<file path="config.mk">
export PLATFORM = sky130hd
export DESIGN_NAME = dns_query_encoder_unit
export DESIGN_NICKNAME = d
export VERILOG_FILES = /design/src/rtl/dqe_pkg.sv /design/src/rtl/dqe_ram.sv /design/src/rtl/dns_query_encoder_unit.sv
export SDC_FILE = /design/constraint.sdc
export NUM_CORES = 1
export LEC_CHECK = 0
export ABC_AREA = 1
export BUFFER_PORTS_ARGS = -buffer_cell sky130_fd_sc_hd__buf_2
export CAP_MARGIN = 20
export CORE_UTILIZATION = 40
export CTS_CLUSTER_DIAMETER = 200
export CTS_CLUSTER_SIZE = 28
export DETAILED_ROUTE_END_ITERATION = 8
export GPL_ROUTABILITY_DRIVEN = 0
export GPL_TIMING_DRIVEN = 0
export PLACE_DENSITY = 0.54
export SLEW_MARGIN = 30
export SYNTH_ARGS = -nofsm -noshare
export SYNTH_HDL_FRONTEND = slang
export SYNTH_SLANG_ARGS = --single-unit
</file>
<file path="constraint.sdc">
create_clock -name clk -period 4.4 [get_ports clk]
set_input_delay 0.44 -clock clk [delete_from_list [all_inputs] [get_ports clk]]
set_output_delay 0.44 -clock clk [all_outputs]
set_load 0.005 [all_outputs]
</file>
<file path="src/rtl/dqe_pkg.sv">
// ----------------------------------------------------------------------------
// DNS query encoder package
// Sizes, codes, microcode table and byte tables of the query encoder.
// ----------------------------------------------------------------------------
package dqe_pkg;

  // Name limits
  localparam int MAX_LABEL_BYTES = 63;
  localparam int MESSAGE_BYTES   = 512;
  localparam int QNAME_BUDGET    = MESSAGE_BYTES - 16;

  // Widths that follow from the limits
  localparam int LL_W   = $clog2(MAX_LABEL_BYTES + 1);
  localparam int ADDR_W = (MAX_LABEL_BYTES > 1) ? $clog2(MAX_LABEL_BYTES) : 1;
  localparam int IDX_W  = (ADDR_W > 4) ? ADDR_W : 4;
  localparam int NAME_W = $clog2(MESSAGE_BYTES);
  localparam int SUM_W  = NAME_W + 2;
  localparam int REM_W  = $clog2(MAX_LABEL_BYTES + 8);

  // Stream word widths
  localparam int IN_DATA_W  = 24;
  localparam int OUT_DATA_W = 24;

  // Fixed parts of the message
  localparam int HDR_BYTES  = 12;
  localparam int TAIL_BYTES = 5;

  localparam logic [7:0] CHAR_DOT  = 8'h2E;
  localparam logic [7:0] CHAR_NUL  = 8'h00;
  localparam logic [7:0] BYTE_ZERO = 8'h00;
  localparam logic [7:0] BYTE_ONE  = 8'h01;

  // Input opcodes
  typedef enum logic [1:0] {
    OP_START = 2'd0,
    OP_CHAR  = 2'd1,
    OP_END   = 2'd2
  } opcode_t;

  // Result status codes
  typedef enum logic [2:0] {
    ST_OK    = 3'd0,
    ST_EMPTY = 3'd1,
    ST_LONG  = 3'd2,
    ST_NAME  = 3'd3,
    ST_NOQ   = 3'd4
  } status_t;

  // Query phase
  typedef enum logic [3:0] {
    PH_IDLE = 4'b0001,
    PH_OPEN = 4'b0010,
    PH_HELD = 4'b0100,
    PH_FAIL = 4'b1000
  } phase_t;

  // Program being run
  typedef enum logic [1:0] {
    MODE_HDR = 2'd0,
    MODE_DOT = 2'd1,
    MODE_END = 2'd2
  } mode_t;

  // Byte source of a step
  typedef enum logic [2:0] {
    SRC_NONE = 3'd0,
    SRC_HDR  = 3'd1,
    SRC_LEN  = 3'd2,
    SRC_LBL  = 3'd3,
    SRC_TAIL = 3'd4,
    SRC_STAT = 3'd5
  } src_t;

  // Jump condition of a step
  typedef enum logic [1:0] {
    COND_NEVER = 2'd0,
    COND_EMPTY = 2'd1,
    COND_DOT   = 2'd2
  } cond_t;

  typedef logic [2:0] pc_t;

  // Program entry points
  localparam pc_t PC_HDR    = 3'd0;
  localparam pc_t PC_NAME   = 3'd1;
  localparam pc_t PC_TAIL   = 3'd4;
  localparam pc_t PC_DOTFIN = 3'd5;
  localparam pc_t PC_STAT   = 3'd6;

  // One control word
  typedef struct packed {
    src_t  src;
    logic  loop;
    cond_t cond;
    pc_t   target;
    logic  fin;
  } ctrl_t;

  // Microcode table
  function automatic ctrl_t ucode(input pc_t pc);
    ctrl_t c;
    c = '{src: SRC_NONE, loop: 1'b0, cond: COND_NEVER, target: PC_HDR, fin: 1'b1};
    unique case (pc)
      3'd0: c = '{src: SRC_HDR,  loop: 1'b1, cond: COND_NEVER, target: PC_HDR,    fin: 1'b1};
      3'd1: c = '{src: SRC_NONE, loop: 1'b0, cond: COND_EMPTY, target: PC_TAIL,   fin: 1'b0};
      3'd2: c = '{src: SRC_LEN,  loop: 1'b0, cond: COND_NEVER, target: PC_HDR,    fin: 1'b0};
      3'd3: c = '{src: SRC_LBL,  loop: 1'b1, cond: COND_DOT,   target: PC_DOTFIN, fin: 1'b0};
      3'd4: c = '{src: SRC_TAIL, loop: 1'b1, cond: COND_NEVER, target: PC_HDR,    fin: 1'b1};
      3'd5: c = '{src: SRC_NONE, loop: 1'b0, cond: COND_NEVER, target: PC_HDR,    fin: 1'b1};
      3'd6: c = '{src: SRC_STAT, loop: 1'b0, cond: COND_NEVER, target: PC_HDR,    fin: 1'b1};
      default: c = '{src: SRC_NONE, loop: 1'b0, cond: COND_NEVER, target: PC_HDR, fin: 1'b1};
    endcase
    return c;
  endfunction

  // Header: id, RD flag, one question, all counts else zero
  function automatic logic [7:0] hdr_byte(input logic [3:0] idx, input logic [15:0] qid);
    logic [7:0] b;
    b = BYTE_ZERO;
    case (idx)
      4'd0: b = qid[15:8];
      4'd1: b = qid[7:0];
      4'd2: b = BYTE_ONE;
      4'd5: b = BYTE_ONE;
      default: b = BYTE_ZERO;
    endcase
    return b;
  endfunction

  // Root byte, QTYPE A, QCLASS IN
  function automatic logic [7:0] tail_byte(input logic [3:0] idx);
    logic [7:0] b;
    b = BYTE_ZERO;
    case (idx)
      4'd2: b = BYTE_ONE;
      4'd4: b = BYTE_ONE;
      default: b = BYTE_ZERO;
    endcase
    return b;
  endfunction

endpackage

</file>
<file path="src/rtl/dqe_ram.sv">
// ----------------------------------------------------------------------------
// Generic RAM
// One write port, one read port with registered read data.
// ----------------------------------------------------------------------------
module dqe_ram #(
  parameter int WIDTH = 8,
  parameter int DEPTH = 64
) (
  input  logic                                     clk,
  input  logic                                     wr_en,
  input  logic [((DEPTH > 1) ? $clog2(DEPTH) : 1)-1:0] wr_addr,
  input  logic [WIDTH-1:0]                         wr_data,
  input  logic [((DEPTH > 1) ? $clog2(DEPTH) : 1)-1:0] rd_addr,
  output logic [WIDTH-1:0]                         rd_data
);

  logic [WIDTH-1:0] mem [DEPTH];

  // Write port
  always_ff @(posedge clk) begin
    if (wr_en) begin
      mem[wr_addr] <= wr_data;
    end
  end

  // Registered read port
  always_ff @(posedge clk) begin
    rd_data <= mem[rd_addr];
  end

endmodule

</file>
<file path="src/rtl/dns_query_encoder_unit.sv">
// ----------------------------------------------------------------------------
// DNS query encoder
// Builds a DNS query message (RD set, one question, type A, class IN) from a
// stream of start, character and end words, up to two message bytes per word out.
//
//   channel | dir | tdata (low bit first)                      | tuser / tlast
//   s_      | in  | query_id[15:0], char_code[23:16]           | tuser: opcode
//   m_      | out | byte_first, byte_second, byte_count,       | tlast:
//           |     | item_done, status, zero pad                | message_end
//
// A start word, a dot that closes a label and an end word each start a
// microcode program, and s_ waits while it runs; other character words run
// no program. The microcode sequencer emits at most one message byte per
// step. Back-pressure on m_ holds the step that emits. Reset is synchronous;
// the label store needs no clearing.
// ----------------------------------------------------------------------------
module dns_query_encoder_unit (
  input  logic                           clk,
  input  logic                           rst,
  input  logic                           s_tvalid,
  output logic                           s_tready,
  input  logic [dqe_pkg::IN_DATA_W-1:0]  s_tdata,   // query_id[15:0], char_code[23:16]
  input  logic [1:0]                     s_tuser,   // opcode[1:0]
  output logic                           m_tvalid,
  input  logic                           m_tready,
  output logic [dqe_pkg::OUT_DATA_W-1:0] m_tdata,   // byte_first[7:0], byte_second[15:8],
                                                    // byte_count[17:16], item_done[18],
                                                    // status[21:19], zero[23:22]
  output logic                           m_tlast    // message_end
);

  import dqe_pkg::*;

  // Query state
  phase_t              phase;
  logic [LL_W-1:0]     ll;
  logic [NAME_W-1:0]   name_len;
  status_t             err;
  logic [7:0]          pending;
  logic [15:0]         qid;

  // Sequencer state
  logic                busy;
  pc_t                 pc;
  mode_t               mode;
  logic [IDX_W-1:0]    idx;
  logic [REM_W-1:0]    rem;
  status_t             run_status;

  // Byte pairing
  logic                have;
  logic [7:0]          first;

  // Output register
  logic [7:0]          out_first;
  logic [7:0]          out_second;
  logic [1:0]          out_count;
  logic                out_done;
  logic                out_end;
  status_t             out_status;

  // Control and datapath signals
  logic                in_go;
  opcode_t             op;
  logic [7:0]          in_char;
  ctrl_t               ctrl;
  logic                slot_free;
  logic                step_go;
  logic                at_last;
  logic                step_end;
  logic                cond_true;
  logic                emit_go;
  logic                stat_go;
  logic [7:0]          byte_val;
  logic [REM_W-1:0]    rem_dec;
  logic [IDX_W:0]      idx_inc;
  logic                budget_over;
  logic                open_q;
  logic                push;
  logic [7:0]          push_first;
  logic [7:0]          push_second;
  logic [1:0]          push_count;
  logic                push_done;
  logic                push_end;
  status_t             push_status;
  logic                lbl_wr;
  logic [ADDR_W-1:0]   rd_addr;
  logic [7:0]          rd_data;

  assign s_tready = !busy;
  assign in_go    = s_tvalid && s_tready;
  assign op       = opcode_t'(s_tuser);
  assign in_char  = s_tdata[23:16];

  assign m_tdata = {2'b00, out_status, out_done, out_count, out_second, out_first};
  assign m_tlast = out_end;

  // Decode the current step
  assign ctrl      = ucode(pc);
  assign slot_free = !m_tvalid || m_tready;
  assign step_go   = busy && ((ctrl.src == SRC_NONE) || slot_free);
  assign idx_inc   = {1'b0, idx} + (IDX_W+1)'(1);
  assign rem_dec   = rem - REM_W'(1);
  assign open_q    = (phase == PH_OPEN) || (phase == PH_HELD);

  always_comb begin
    case (ctrl.src)
      SRC_HDR:  at_last = (idx == IDX_W'(HDR_BYTES - 1));
      SRC_LBL:  at_last = (idx_inc == (IDX_W+1)'(ll));
      SRC_TAIL: at_last = (idx == IDX_W'(TAIL_BYTES - 1));
      default:  at_last = 1'b1;
    endcase
  end

  assign step_end = step_go && (!ctrl.loop || at_last);

  always_comb begin
    case (ctrl.cond)
      COND_EMPTY: cond_true = (ll == '0);
      COND_DOT:   cond_true = (mode == MODE_DOT);
      default:    cond_true = 1'b0;
    endcase
  end

  // Select the byte of this step
  always_comb begin
    case (ctrl.src)
      SRC_HDR:  byte_val = hdr_byte(idx[3:0], qid);
      SRC_LEN:  byte_val = 8'(ll);
      SRC_LBL:  byte_val = rd_data;
      SRC_TAIL: byte_val = tail_byte(idx[3:0]);
      default:  byte_val = BYTE_ZERO;
    endcase
  end

  assign emit_go = step_go && ((ctrl.src == SRC_HDR) || (ctrl.src == SRC_LEN) ||
                               (ctrl.src == SRC_LBL) || (ctrl.src == SRC_TAIL));
  assign stat_go = step_go && (ctrl.src == SRC_STAT);

  // Pair bytes and form the result word
  always_comb begin
    push        = 1'b0;
    push_first  = BYTE_ZERO;
    push_second = BYTE_ZERO;
    push_count  = 2'd0;
    push_done   = 1'b0;
    push_end    = 1'b0;
    push_status = ST_OK;
    if (emit_go) begin
      if (have) begin
        push        = 1'b1;
        push_first  = first;
        push_second = byte_val;
        push_count  = 2'd2;
        push_done   = (rem_dec == '0) || ((mode == MODE_DOT) && (rem_dec == REM_W'(1)));
        push_end    = (rem_dec == '0) && (mode == MODE_END);
      end else if ((rem_dec == '0) && (mode == MODE_END)) begin
        push       = 1'b1;
        push_first = byte_val;
        push_count = 2'd1;
        push_done  = 1'b1;
        push_end   = 1'b1;
      end
    end else if (stat_go) begin
      push        = 1'b1;
      push_done   = 1'b1;
      push_end    = 1'b1;
      push_status = run_status;
    end
  end

  // Name budget check for the open label
  assign budget_over = (SUM_W'(name_len) + SUM_W'(ll) + SUM_W'(2)) > SUM_W'(QNAME_BUDGET);

  // Label store access
  assign lbl_wr = in_go && (op == OP_CHAR) && open_q && (in_char != CHAR_NUL) &&
                  (in_char != CHAR_DOT) && (ll < LL_W'(MAX_LABEL_BYTES));

  always_comb begin
    if (busy && (ctrl.src == SRC_LBL)) begin
      rd_addr = (step_go && !at_last) ? idx_inc[ADDR_W-1:0] : idx[ADDR_W-1:0];
    end else begin
      rd_addr = '0;
    end
  end

  dqe_ram #(
    .WIDTH (8),
    .DEPTH (MAX_LABEL_BYTES)
  ) u_label_ram (
    .clk     (clk),
    .wr_en   (lbl_wr),
    .wr_addr (ll[ADDR_W-1:0]),
    .wr_data (in_char),
    .rd_addr (rd_addr),
    .rd_data (rd_data)
  );

  // Output register
  always_ff @(posedge clk) begin
    if (rst) begin
      m_tvalid <= 1'b0;
    end else if (push) begin
      m_tvalid <= 1'b1;
    end else if (m_tready) begin
      m_tvalid <= 1'b0;
    end
  end

  always_ff @(posedge clk) begin
    if (push) begin
      out_first  <= push_first;
      out_second <= push_second;
      out_count  <= push_count;
      out_done   <= push_done;
      out_end    <= push_end;
      out_status <= push_status;
    end
  end

  // Accept words and run the sequencer
  always_ff @(posedge clk) begin
    if (rst) begin
      phase      <= PH_IDLE;
      ll         <= '0;
      name_len   <= '0;
      err        <= ST_OK;
      pending    <= BYTE_ZERO;
      busy       <= 1'b0;
      pc         <= PC_HDR;
      mode       <= MODE_HDR;
      idx        <= '0;
      rem        <= '0;
      have       <= 1'b0;
      run_status <= ST_OK;
    end else begin
      if (in_go) begin
        unique case (op)
          OP_START: begin
            phase    <= PH_OPEN;
            ll       <= '0;
            name_len <= '0;
            err      <= ST_OK;
            pending  <= BYTE_ZERO;
            qid      <= s_tdata[15:0];
            busy     <= 1'b1;
            pc       <= PC_HDR;
            mode     <= MODE_HDR;
            idx      <= '0;
            rem      <= REM_W'(HDR_BYTES);
            have     <= 1'b0;
          end
          OP_CHAR: begin
            if (open_q && (in_char != CHAR_NUL)) begin
              if (in_char != CHAR_DOT) begin
                if (ll >= LL_W'(MAX_LABEL_BYTES)) begin
                  err   <= ST_LONG;
                  phase <= PH_FAIL;
                end else begin
                  ll <= ll + LL_W'(1);
                end
              end else if (ll == '0) begin
                err   <= ST_EMPTY;
                phase <= PH_FAIL;
              end else if (budget_over) begin
                err   <= ST_NAME;
                phase <= PH_FAIL;
              end else begin
                // Close the label: length byte, then its bytes
                name_len <= NAME_W'(SUM_W'(name_len) + SUM_W'(ll) + SUM_W'(1));
                phase    <= PH_OPEN;
                busy     <= 1'b1;
                pc       <= PC_NAME;
                mode     <= MODE_DOT;
                idx      <= '0;
                rem      <= REM_W'(ll) + REM_W'(1);
                have     <= (phase == PH_HELD);
                first    <= pending;
              end
            end
          end
          OP_END: begin
            busy <= 1'b1;
            idx  <= '0;
            if (phase == PH_IDLE) begin
              pc         <= PC_STAT;
              run_status <= ST_NOQ;
            end else if (phase == PH_FAIL) begin
              pc         <= PC_STAT;
              run_status <= err;
              phase      <= PH_IDLE;
            end else if ((ll != '0) && budget_over) begin
              pc         <= PC_STAT;
              run_status <= ST_NAME;
              phase      <= PH_IDLE;
            end else begin
              // Flush the last label, then root, QTYPE and QCLASS
              pc      <= PC_NAME;
              mode    <= MODE_END;
              rem     <= (ll != '0) ? (REM_W'(ll) + REM_W'(1 + TAIL_BYTES))
                                    : REM_W'(TAIL_BYTES);
              have    <= (phase == PH_HELD);
              first   <= pending;
              phase   <= PH_IDLE;
              pending <= BYTE_ZERO;
            end
          end
          default: begin
            busy <= 1'b0;
          end
        endcase
      end

      // Pair the emitted byte or hold an odd one
      if (emit_go) begin
        rem <= rem_dec;
        if (have) begin
          have <= 1'b0;
        end else if (rem_dec == '0) begin
          if (mode == MODE_DOT) begin
            pending <= byte_val;
            phase   <= PH_HELD;
          end
        end else begin
          first <= byte_val;
          have  <= 1'b1;
        end
      end

      // Advance the step counter
      if (step_go) begin
        if (step_end) begin
          idx <= '0;
          if (ctrl.fin) begin
            busy <= 1'b0;
            ll   <= '0;
          end else if (cond_true) begin
            pc <= ctrl.target;
          end else begin
            pc <= pc + pc_t'(1);
          end
        end else begin
          idx <= idx_inc[IDX_W-1:0];
        end
      end
    end
  end

  // Never emit more bytes than the program counted
  a_rem_left: assert property (@(posedge clk) disable iff (rst)
    emit_go |-> (rem != '0))
    else $error("byte emitted with no bytes left");

  // Label reads stay inside the open label
  a_lbl_range: assert property (@(posedge clk) disable iff (rst)
    (busy && (ctrl.src == SRC_LBL)) |-> (idx_inc <= (IDX_W+1)'(ll)))
    else $error("label read beyond label length");

  // A finished program leaves no half pair behind
  a_pair_empty: assert property (@(posedge clk) disable iff (rst)
    (step_end && ctrl.fin) |=> !have)
    else $error("byte left in pair register at program end");

  // The message end word also closes its item
  a_end_done: assert property (@(posedge clk) disable iff (rst)
    (m_tvalid && m_tlast) |-> out_done)
    else $error("message end without item done");

endmodule
</file>
---- Word level (Yosys, flattened, before mapping) ----
Memories as Yosys holds them, arrays and structs flattened. A register that Yosys moved wholly into a read port is not among the register bits.
Index checks and enable logic that the tools add are counted.
cells by class
  muxes and demuxes ....................... 140
  order comparisons ....................... 3
  shift-type cells ........................ 0
  bitwise operators ....................... 3
  $add $sub $neg .......................... 9
  divide/modulo/power cells ............... 0
  reductions and logical operators ........ 57
  multiply operators ...................... 0
  eq/ne operators ......................... 49
operators with widths
  kind                                                  count
  two-way mux 8 bit                                     21
  two-way mux 6 bit                                     16
  two-way mux 7 bit                                     10
  two-way mux 3 bit                                     20
  one-hot mux 10 bit (6 select lines)                   1
  two-way mux 4 bit                                     11
  two-way mux 9 bit                                     4
  two-way mux 1 bit                                     33
  one-hot mux 8 bit (2 select lines)                    2
  one-hot mux 8 bit (4 select lines)                    1
  inequality test 3 bit (second input constant)         9
  one-hot mux 6 bit (2 select lines)                    2
  one-hot mux 8 bit (3 select lines)                    1
  one-hot mux 7 bit (3 select lines)                    1
  one-hot mux 9 bit (2 select lines)                    1
  AND reduction 9 bit                                   2
  logical AND 1 bit                                     16
  two-way mux 2 bit                                     8
  adder 6 x 1 -> 7 bit (second input constant)          2
  equality test 3 x 2 -> 1 bit (second input constant)  4
  equality test 3 bit (second input constant)           4
  equality test 4 x 3 -> 1 bit (second input constant)  3
  inequality test 2 bit (second input constant)         6
  one-hot mux 4 bit (3 select lines)                    1
  47 further kinds                                      82
storage, ports and cells
  register bits after elaboration ......... 101
  bits in latches ......................... 0
  logic and storage cells ................. 284
  output and inout bits ................... 27
  bits in writable memories ............... 504
  input bits .............................. 30
  memory bits (read-only) ................. 0
  memories ................................ 1
memory list
  name             depth  bits a word  rd ports  clocked after memory_dff  write ports  line           RTL
  u_label_ram.mem  63     8            1         1                         1            dqe_ram.sv:17  logic [WIDTH-1:0] mem [DEPTH];

---- Longest topological paths before layout ----
Gate-level depths: netlist (run 1).
  depth in word-level cells ............... 13
  gate-level depth with buffers ........... 24
  gate-level depth less buffers ........... 21

---- Hierarchy ----
From an unflattened synthesis (run 1), not the netlist that was laid out.
unflattened totals
  cells, all modules ...................... 2698
  area, all modules ....................... 27396.3 um^2
by module, submodules not included
  module                  cells each  area each (um^2)  times used  sequential area each (um^2)
  dqe_ram                 1785        20871.3           1           15294.7
  dns_query_encoder_unit  913         6525.0            1           2472.4

---- Worst setup path after synthesis (run 1) ----
OpenSTA, ideal clock, no wires.
  path type ............................... register to register
  from .................................... reg ll[0]
  to ...................................... reg name_len[6]
  period minus slack after synthesis ...... 3.052 ns
  required time ........................... 4.280 ns
  library setup time ...................... 0.120 ns
  data arrival time ....................... 2.932 ns
  buffers on the path ..................... 0
  cell stages (with the launch flop) ...... 18
  setup slack ............................. 1.348 ns
  cell sequence ........................... dfxtp_1 > ha_1 > fa_1 > nand3_1 > nand2_1 > a21boi_0 > xor2_1 > inv_1 > nor3_1 > nor2_1 > nand3b_1 > nand3_1 > nand2_1 > nand2_1 > nor2_2 > clkinv_1 > o21ai_0 > a21oi_1
between the ends
  word-level cells in the longest chain between the ends .. 7
  elaborated cells between the ends (all ways) .. 13
  those cells by class .................... add/sub (3); order compare (1); eq/ne (2); mux (5); reduce/logical (2)
RTL lines
  item                                                                            line                           RTL
  start, declared                                                                 dns_query_encoder_unit.sv:36   logic [LL_W-1:0] ll;
  start signal, assigned                                                          dns_query_encoder_unit.sv:260  ll <= ll + LL_W'(1);
  parallel branches: the longest is 7 deep, another holds adder 10 x 2 -> 11 bit  n/a
  end signal, assigned                                                            dns_query_encoder_unit.sv:270  name_len <= NAME_W'(SUM_W'(name_len) + SUM_W'(ll) + SUM_W'(1));
  end, declared                                                                   dns_query_encoder_unit.sv:37   logic [NAME_W-1:0] name_len;
Several ways; the timed one is not identified. The select of a mux whose other input is x is not followed.
A chain may end at the register's enable or synchronous reset.

---- Final worst setup path (run 1) ----
  from .................................... reg idx[0]
  to ...................................... reg u_label_ram.rd_data[6], read port of u_label_ram.mem
between the ends
  word-level cells in the longest chain between the ends .. 7
  elaborated cells between the ends (all ways) .. 9
  those cells by class .................... add/sub (1); eq/ne (3); mux (3); reduce/logical (2)
RTL lines
  item                                line                           RTL
  start, declared                     dns_query_encoder_unit.sv:46   logic [IDX_W-1:0] idx;
  start signal, assigned              dns_query_encoder_unit.sv:343  idx <= idx_inc[IDX_W-1:0];
  adder 6 x 1 -> 7 bit                dns_query_encoder_unit.sv:102  assign idx_inc = {1'b0, idx} + (IDX_W+1)'(1);
  equality test 7 x 6 -> 1 bit        dns_query_encoder_unit.sv:109  SRC_LBL: at_last = (idx_inc == (IDX_W+1)'(ll));
  one-hot mux 1 bit (3 select lines)  dns_query_encoder_unit.sv:107  case (ctrl.src)
  zero test 1 bit                     dns_query_encoder_unit.sv:181  rd_addr = (step_go && !at_last) ? idx_inc[ADDR_W-1:0] : idx[ADDR_W-1:0];
  logical AND 1 bit                   dns_query_encoder_unit.sv:181
  two-way mux 6 bit *                 dns_query_encoder_unit.sv:181
  two-way mux 6 bit *                 dns_query_encoder_unit.sv:180  if (busy && (ctrl.src == SRC_LBL)) begin
  end, declared                       dqe_ram.sv:14                  output logic [WIDTH-1:0] rd_data
Every way passes the cells marked *; elsewhere a longest branch is shown, timed or not.

==> summary.md, run 1 <==
After synthesis the cells add up to 28850 sq um. The wire length reported by the detailed router was 86400 microns. The post-synthesis area per instance came out at 9.658 sq um. TritonCTS created 25 clock buffers.

The multi-input logic area is 8546 sq um. Once layout is complete, the cells apart from fillers number 4061. For the distinct cell type count after synthesis, the log shows 48. The post-route netlist has 6.557% of its cells at a drive strength greater than 1.

The filler cells instantiated in the layout total 6892. Switching portion of total power: 23.03%. The highest achievable clock rate came out at 235.5 MHz. The tools report the placeable core area as 71360 sq um. The synthesized design contains 551 enable-type register cells. The first detailed-routing pass took 8 iterations. After detailed routing, the number of remaining DRC violations is 0. Worst hold path class: in2reg. In the synthesized netlist the dominant register cell turns out to be sky130_fd_sc_hd__edfxtp_1.

On the worst path, the slowest cell contributes a delay of 0.47 ns. For this design the top-level I/O count stands at 57. In this run, the number of DRC markers left after iteration 0 of detailed routing was 2117.

For this design the static power due to leakage is 12.62 nW. TritonCTS built the clock tree. For the number of global-route vias before repair, the log shows 20720. The worst clock skew was 0.01751 ns. Sequential cells were found to cover 61.59% of the synthesized design area. Once detail routing completed, the nets flagged for antenna violations numbered 0. For hold timing, the worst endpoint is qid[14]. The endpoint identified for the worst register-to-register timing path is u_label_ram.rd_data[6]. The post-route setup TNS is 0 ns. Across all layers, the routed design uses 21910 vias.

The clock passes through at most 3 buffers. The total routing usage reported by global routing is 23.13%. Tracing the worst setup path back leads to its startpoint at idx[0].

The area of all placed cells without fillers is 31510 sq um. The logs give 2 for the initial antenna violation count and 40.42% for the initial standard-cell utilization of the core. For the worst setup path, the data arrival time is 4.71 ns.

Summed over all instances, the cell type with the most area after synthesis is sky130_fd_sc_hd__edfxtp_1. The part of the power in combinational logic was 6.5%. The post-route clock period utilization works out to 96.51%. Of the post-synthesis cell area, the dominant cell type holds 57.36%.

The number of port buffers came out at 53. Of all flip-flops after synthesis, the portion carrying an async set or reset was 0%. The first global-routing pass estimated 127700 microns of wire. The slowest stage of the critical path is the sky130_fd_sc_hd__buf_1 cell.

The worst register-to-register path begins at idx[0]. The critical path goes through buf_2 -> inv_1 -> ha_1 -> inv_1 -> nand2_1 -> nand2_1 -> nor2_1 -> nand3_1 -> nor2_1 -> nand3_1 -> nand4_4 -> nand2_1 -> o211ai_4 -> inv_2 -> buf_2 -> buf_1 -> nand3_1 -> nand3_1 -> nand3_1 -> nand3_1 -> nand2_1. The initialized floorplan defines 98 standard-cell rows. The worst setup path is captured at a flop. The die covers 73200 sq um. The count of antenna diodes in the layout came out at 0. The critical path crosses 21 cells after its start point. By area the synthesized netlist is led by sky130_fd_sc_hd__edfxtp_1 57%, sky130_fd_sc_hd__nand3_1 7.9%, sky130_fd_sc_hd__nand2_1 7.0%. For the pin with the worst max-slew slack, the measured transition is 0.9992 ns. The worst path setup slack after routing is 0.1535 ns. The logs give 0.3131 mV for the maximum resistive drop on vdd and 0 for the final setup violation count. The worst setup path is launched from a flop. The final-report hold violation count was 0; the overall die width was 270.6 microns. OpenSTA, run right after detailed placement, puts the worst setup slack at -0.4425 ns.

The hold path depth was 1. The tools report the post-placement cell area as 30570 sq um. The critical path is of the reg2reg type.

Across the run, the number of max-cap violations was 0. The clock network is responsible for 29.5% of the overall power. After the last flow step, the layout net total stands at 3158. The run finished with clean final reports. Compared with the post-synthesis result, the final layout area differs by 9.243%. The tree built by TritonCTS fans out to 612 sinks.

The die span in y works out to 270.6 microns. Net switching power of the design: 2.296 mW. In this run the most critical hold path is launched from s_tdata[14].

The cell that appears most often on the critical path is sky130_fd_sc_hd__nand3_1. Counting flops and latches in the post-synthesis netlist gives 612. The cell count after placement was 4002; the final max-slew violation count was 0. The mean routed wirelength per cell is 21.28 microns. The root cell of the clock tree was sky130_fd_sc_hd__clkbuf_16.

After clock tree synthesis, the clock-pin slew on the worst setup and hold paths is 0.12 ns. The cell family contributing the most delay on the critical path is simple AND/OR/NAND/NOR gates. Along the worst path, the maximum fanout reaches 10.

The worst register-to-register path has a setup slack of 0.15 ns. Sequential cells account for 64.0% of the total power. Counting both buffers and inverters, the worst setup path holds a total of 6. The clock reaches the later pin of the worst-skew pair after 0.62 ns. In the routed layout, each cell is associated on average with a via count of 5.395.

The worst pin sits at a relative slew slack of 33.20%. The power density of the placed cells is 316.3 nW/um^2. Entering global routing, the biggest net connects 47 pins. Cell depth of the worst flop-to-flop path: 21. Detailed placement ended at an HPWL of 61470 microns.

For the worst setup path, the data required time is 4.86 ns. The total of warnings raised by yosys came out at 0. The total overflow left after global routing is 0. The post-route minimum period was 4.246 ns; the register cell area after layout was 17770 sq um. The H-tree depth reported by CTS was 1; the internal power was 7.672 mW. The tools report the synthesized netlist cell count as 2987.
## Yosys cell counts (3+ instances only)
master and number:
sky130_fd_sc_hd__a22oi_1 4, sky130_fd_sc_hd__ha_1 35, sky130_fd_sc_hd__clkbuf_1 87, sky130_fd_sc_hd__o21ai_1 33
sky130_fd_sc_hd__xnor2_1 5, sky130_fd_sc_hd__edfxtp_1 551, sky130_fd_sc_hd__a32o_1 8, sky130_fd_sc_hd__nor3_1 21
sky130_fd_sc_hd__inv_1 491, sky130_fd_sc_hd__buf_6 3, sky130_fd_sc_hd__o22ai_1 3, sky130_fd_sc_hd__nand3_1 457
sky130_fd_sc_hd__buf_4 4, sky130_fd_sc_hd__o21ai_0 94, sky130_fd_sc_hd__xor2_1 13, sky130_fd_sc_hd__nand2_1 537
sky130_fd_sc_hd__nand4_1 177, sky130_fd_sc_hd__buf_2 59, sky130_fd_sc_hd__o221ai_1 5, sky130_fd_sc_hd__a22o_1 3
sky130_fd_sc_hd__a31oi_1 4, sky130_fd_sc_hd__clkinv_1 3, sky130_fd_sc_hd__o211ai_1 25, sky130_fd_sc_hd__or2_2 5
sky130_fd_sc_hd__a21oi_1 75, sky130_fd_sc_hd__nor2_1 182, sky130_fd_sc_hd__dfxtp_1 61, sky130_fd_sc_hd__inv_2 6
sky130_fd_sc_hd__buf_1 11
## area by class of cell
type | count | share of cell area (%)
sequential | 612 | 56.38
multi-input combinational | 1712 | 27.12
inverter | 500 | 5.967
tap | 950 | 3.772
buffer | 164 | 2.430
clock buffer | 44 | 2.211
timing repair buffer | 77 | 2.001
clock inverter | 2 | 0.1231
## per-layer routing
metal	vias up	global-route usage, %	share of wire (%)
li1	10330	-	-
met1	10620	31.98	44
met2	833	38.26	47
met3	124	2.601	6.9
met4	0	6.780	3.0
met5	-	0	0
## cells in the final DEF, fill, tap and decap left out, types with 4 or more instances in the layout
cell,n
sky130_fd_sc_hd__a21oi_1,75
sky130_fd_sc_hd__nor3_1,17
sky130_fd_sc_hd__clkbuf_2,15
sky130_fd_sc_hd__buf_2,96
sky130_fd_sc_hd__buf_1,10
sky130_fd_sc_hd__o21ai_1,33
sky130_fd_sc_hd__ha_1,35
sky130_fd_sc_hd__o21ai_0,94
sky130_fd_sc_hd__clkbuf_16,25
sky130_fd_sc_hd__nand3_1,456
sky130_fd_sc_hd__edfxtp_1,551
sky130_fd_sc_hd__o221ai_1,5
sky130_fd_sc_hd__nand4_1,177
sky130_fd_sc_hd__xor2_1,13
sky130_fd_sc_hd__dfxtp_1,61
sky130_fd_sc_hd__dlygate4sd3_1,11
sky130_fd_sc_hd__a32o_1,8
sky130_fd_sc_hd__inv_2,6
sky130_fd_sc_hd__a22oi_1,4
sky130_fd_sc_hd__buf_4,17
sky130_fd_sc_hd__a31oi_1,4
sky130_fd_sc_hd__buf_16,5
sky130_fd_sc_hd__nand2_1,537
sky130_fd_sc_hd__inv_1,491
sky130_fd_sc_hd__clkbuf_1,92
sky130_fd_sc_hd__o211ai_1,25
sky130_fd_sc_hd__nor2_1,181
sky130_fd_sc_hd__clkbuf_4,8
sky130_fd_sc_hd__nor3_2,5
sky130_fd_sc_hd__or2_2,5
sky130_fd_sc_hd__xnor2_1,5
## power by group through the flow
stage	clock network [mW]	registers [mW]	logic (mW)
detailed placement	0	6.51	0.628
finish	2.94	6.38	0.650
global placement	0	6.51	0.594
global route	3.17	6.38	0.705
floorplan	0	6.50	0.336
CTS	3.00	6.38	0.641
## how the worst max path moves through the flow
stage                                        end  slack [ns]
final                     u_label_ram.rd_data[6]        0.15
after global routing      u_label_ram.rd_data[2]       -0.02
after CTS                 u_label_ram.rd_data[1]        0.03
after detailed placement  u_label_ram.mem[17][7]       -0.44
after global placement    u_label_ram.mem[17][0]       -1.06
after floorplan                      name_len[6]        1.35
## what timing repair did
item	in CTS	in global routing
endpoints found under the setup margin	8	13
pin swaps	0	3
hold buffers	11	0
endpoints found under the hold margin	11	0
resized for setup	5	36
buffers inserted	0	2
## kinds of logic after synthesis
logic type | synth area share, %
buffers and inverters | 9.026
AND/OR/NAND/NOR | 21.94
flip-flops | 61.59
AO/OA/AOI/OAI | 5.296
other | 0.01300
XOR/XNOR | 0.5465
adder cells (fa/ha/maj) | 1.587
## flip-flops by register name, summed over array words and instances, names as in the netlist, 2 cells and up
| signal | count |
|---|---|
| u_label_ram.mem | 504 |
| qid | 16 |
| name_len | 9 |
| first | 8 |
| out_first | 8 |
| out_second | 8 |
| pending | 8 |
| u_label_ram.rd_data | 8 |
| rem | 7 |
| idx | 6 |
| ll | 6 |
| phase | 4 |
| out_status | 3 |
| pc | 3 |
| run_status | 3 |
| err | 2 |
| mode | 2 |
| out_count | 2 |
## through the flow
stage	hold slack, ns	util (%)	power [mW]
finish	0.01748	44.16	9.968
global route	0.01154	44.16	10.25
CTS	0.004693	44.05	10.01
detailed placement	0.4640	42.83	7.136
global placement	0.4527	42.47	7.108
floorplan	0.4398	-	6.840
Power figures use the tool's default switching activity.
==> run 2, diff against run 1 <==
--- a/config.mk
+++ b/config.mk
@@ -6,15 +6,15 @@
 export NUM_CORES = 1
 export LEC_CHECK = 0
 export ABC_AREA = 1
-export BUFFER_PORTS_ARGS = -buffer_cell sky130_fd_sc_hd__buf_2
 export CAP_MARGIN = 20
 export CORE_UTILIZATION = 40
 export CTS_CLUSTER_DIAMETER = 200
 export CTS_CLUSTER_SIZE = 28
 export DETAILED_ROUTE_END_ITERATION = 8
+export DONT_BUFFER_PORTS = 1
 export GPL_ROUTABILITY_DRIVEN = 0
 export GPL_TIMING_DRIVEN = 0
-export PLACE_DENSITY = 0.54
+export PLACE_DENSITY = 0.53
 export SLEW_MARGIN = 30
 export SYNTH_ARGS = -nofsm -noshare
 export SYNTH_HDL_FRONTEND = slang
==> run 2 against run 1 <==
Clock power shrank 2%. Sequential share of layout area grew 0.40 points. Hold slack gained 0.17 ns. Highest routed layer is now met5.
==> summary.md, run 2 (synthesized netlist as in run 1, its figures left out) <==
The clock network latency to the later pin of the worst-skew pair was 0.64 ns (+0.02 ns); the met3 track utilization from global routing was 2.166% (-0.43 points). The number of max-cap violations was 0 (unchanged). The setup path with the least slack is of type reg2reg. Leaving out fill and tap cells, the most frequent cells in the layout are 551 x sky130_fd_sc_hd__edfxtp_1, 536 x sky130_fd_sc_hd__nand2_1, 491 x sky130_fd_sc_hd__inv_1. The tools report the first-pass GRT wire length as 129100 microns (+1.1%). Relative to the synthesized area, the layout overhead comes to 8.475%. The largest individual stage delay along the critical path comes from the cell sky130_fd_sc_hd__clkbuf_1.

In this run the worst hold path is classified as in2reg. The largest registers in the layout are u_label_ram.mem (504), qid (16), name_len (9). Launch point of the critical path: idx[0]. The total power came out at 9.883 mW (-0.86%).

Walking the worst path, the cells encountered are buf_2 -> inv_1 -> ha_1 -> inv_1 -> nand2_1 -> nand2_1 -> nor2_1 -> nand3_1 -> nor2_1 -> nand3_1 -> nand4_4 -> nand2_4 -> buf_2 -> clkbuf_1 -> nand4_1 -> nand3_1 -> nand3_1 -> nand3_1 -> nand3_1 -> nand3_1 -> nand2_1. The normalized max-slew margin was 33.51% (+0.31 points). The most prevalent standard cell on the critical path is sky130_fd_sc_hd__nand3_1. The TritonCTS sink count was 612 (unchanged). The die outline area was 73200 sq um (unchanged); the net total in the final layout was 3112 (-1.5%). For the highest achievable clock rate, the log shows 240.1 MHz (+2.0%). The tools report the maximum resistive drop on vdd as 0.2823 mV (-9.8%). The post-placement cell area was 30080 sq um (-1.6%). The final max-slew violation count came out at 0 (unchanged). The mean routed wirelength per cell works out to 21.79 microns (+2.4%). The count of buffering cells on the critical path with inverters included works out to 5 (-1). The power density of the placed cells came out at 315.8 nW/um^2 (-0.15%). The critical path capture point type was a flop. The required time at the endpoint of the critical path is 4.88 ns (+0.02 ns), and the met2 track demand over resource is 38.65% (+0.39 points). The transition at the pin with the smallest max-transition slack came out at 0.9949 ns (-0.004292 ns). The number of port buffers came out at 0 (-100%). The ratio of routed vias to standard cells came out at 5.421 (+0.48%). The delay contributed by the slowest stage of the critical path was 0.47 ns (about the same); the boundary pin count was 57 (unchanged). The placeable core area came out at 71360 sq um (unchanged). The run gives 43.85% (-0.31 points) as the final design utilization. The worst setup path is launched from a flop.

Overall die width: 270.6 microns (unchanged). The logs give 0.1898 ns (+0.1723 ns) for the worst hold margin and 0 ns (unchanged) for the post-route setup TNS. For the number of vias after detailed routing, the log shows 21710 (-0.90%). Final-report hold violation count: 0 (unchanged). TritonCTS built the clock tree.

The logs give 8 (unchanged) for the first-pass iteration count of the detailed router and 4005 (-1.4%) for the number of non-filler instances in the completed layout. The library cell used most frequently in the layout, excluding fill and tap cells, is sky130_fd_sc_hd__edfxtp_1. Setup repair after global routing could not meet its margin everywhere.

The post-route clock period utilization was 94.66% (-1.8 points). The maximum buffer depth of the clock tree is 3 (unchanged). For the CTS buffer count, the log shows 25 (unchanged).

The share of layout cells above drive strength 1 works out to 5.206% (-1.4 points). The met1 layer usage reported by global route was 32.53% (+0.55 points). The pre-CTS setup slack was -0.3210 ns (+0.1214 ns). The initial standard-cell utilization of the core was 40.42% (unchanged). Top fanout value on the critical path: 10 (unchanged). Startpoint of the worst-slack reg-to-reg timing path: idx[0]. The worst hold path startpoint was m_tready. The logs give 2438 (+15%) for the number of DRC markers in iteration 0 and 4.64 ns (-0.07 ns) for the arrival time reported for the critical path endpoint. The root cell of the clock tree is sky130_fd_sc_hd__clkbuf_16.

The post-route minimum period is 4.165 ns (-0.08130 ns). The leakage power total is 12.46 nW (-1.3%). The largest delay contributor family on the critical path was simple AND/OR/NAND/NOR gates. The initial antenna violation count was 2 (unchanged). Number of placement rows: 98 (unchanged). The wire length reported by the detailed router was 87280 microns (+1.0%); the cell count after placement was 3940 (-1.5%). Number of flip-flops in the largest register: 504 (unchanged).

The die span in y was 270.6 microns (unchanged); the post-detailed-placement half-perimeter wirelength was 58770 microns (-4.4%). The tools report the H-tree depth reported by CTS as 1 (unchanged). For the aggregate global routing overflow, the log shows 0 (unchanged). For the worst clock skew, the log shows 0.03438 ns (+0.01687 ns). The number of nets with antenna violations after routing came out at 0 (unchanged).

The DRC violation count after routing came out at 0 (unchanged). The run finished with clean final reports. The tools report the worst path setup slack after routing as 0.2348 ns (+0.08130 ns). The clock-pin transition on the worst setup and hold timing paths was 0.11 ns (about the same); the largest net degree at the start of global routing was 64 (+36%).

The global routing stage identified its most utilized layer as met2. For the total routing usage reported by global routing, the log shows 23.45% (+0.32 points). Top register by number of flip-flops: u_label_ram.mem. The run gives 20730 (+0.034%) as the number of global-route vias before repair. For the area of all placed cells without fillers, the log shows 31290 sq um (-0.70%).

The final setup violation count was 0 (unchanged).
run 2: changes by cell type in the layout (fill, tap and decap cells not counted), moves of 4 or more:
cell	before	now
sky130_fd_sc_hd__buf_2	96	54
sky130_fd_sc_hd__buf_4	17	11
sky130_fd_sc_hd__clkbuf_1	92	78
sky130_fd_sc_hd__dlygate4sd3_1	11	16
sky130_fd_sc_hd__nor2_2	1	5
run 2: final timing paths:
path              slack (ns)                     end  depth (start not counted)
hold / removal          0.19                m_tvalid                          3
setup reg to reg        0.23  u_label_ram.rd_data[3]                         21
setup / recovery        0.23  u_label_ram.rd_data[3]                         21
hold reg to reg         0.47           run_status[2]                          2
run 2: layer usage:
| metal | wire [microns] | part of all wire, % |
|---|---|---|
| met4 | 3266 | 3.7 |
| met2 | 40670 | 47 |
| met3 | 5037 | 5.8 |
| met1 | 38290 | 44 |
| met5 | 11 | 0.013 |
run 2: cell type report:
cell class              instances  area [sq um]
fillers                      6972         40070
flip-flops and latches        612         17770
multi-input cells            1712          8556
inverters                     500          1877
well taps                     950          1189
plain buffers                 164         763.2
clock buffers                  33         655.6
repair buffers                 31         432.9
clock inverters                 2         50.05
diodes                          1         2.502
run 2: where the power goes:
part | switching (mW) | total [mW] | leakage [nW] | internal [mW]
clock network | 1.76 | 2.88 | 0.341 | 1.12
logic | 0.469 | 0.626 | 6.69 | 0.157
registers | 0.0251 | 6.38 | 5.43 | 6.35
total | 2.25 | 9.88 | 12.5 | 7.63
run 2: what timing repair did:
action | in CTS | in global routing
buffers inserted | 0 | 5
pin swaps | 0 | 2
resized for setup | 5 | 41
endpoints found under the hold margin | 520 | 0
hold buffers | 24 | 0
setup endpoints to repair | 8 | 39
run 2: worst reg2reg max path: cells and delay by family (launching register included):
kind          cells  cell delay, ns
flops             1            0.39
buf+inv           5            1.30
fa+ha+maj         1            0.40
simple gates     15            1.94
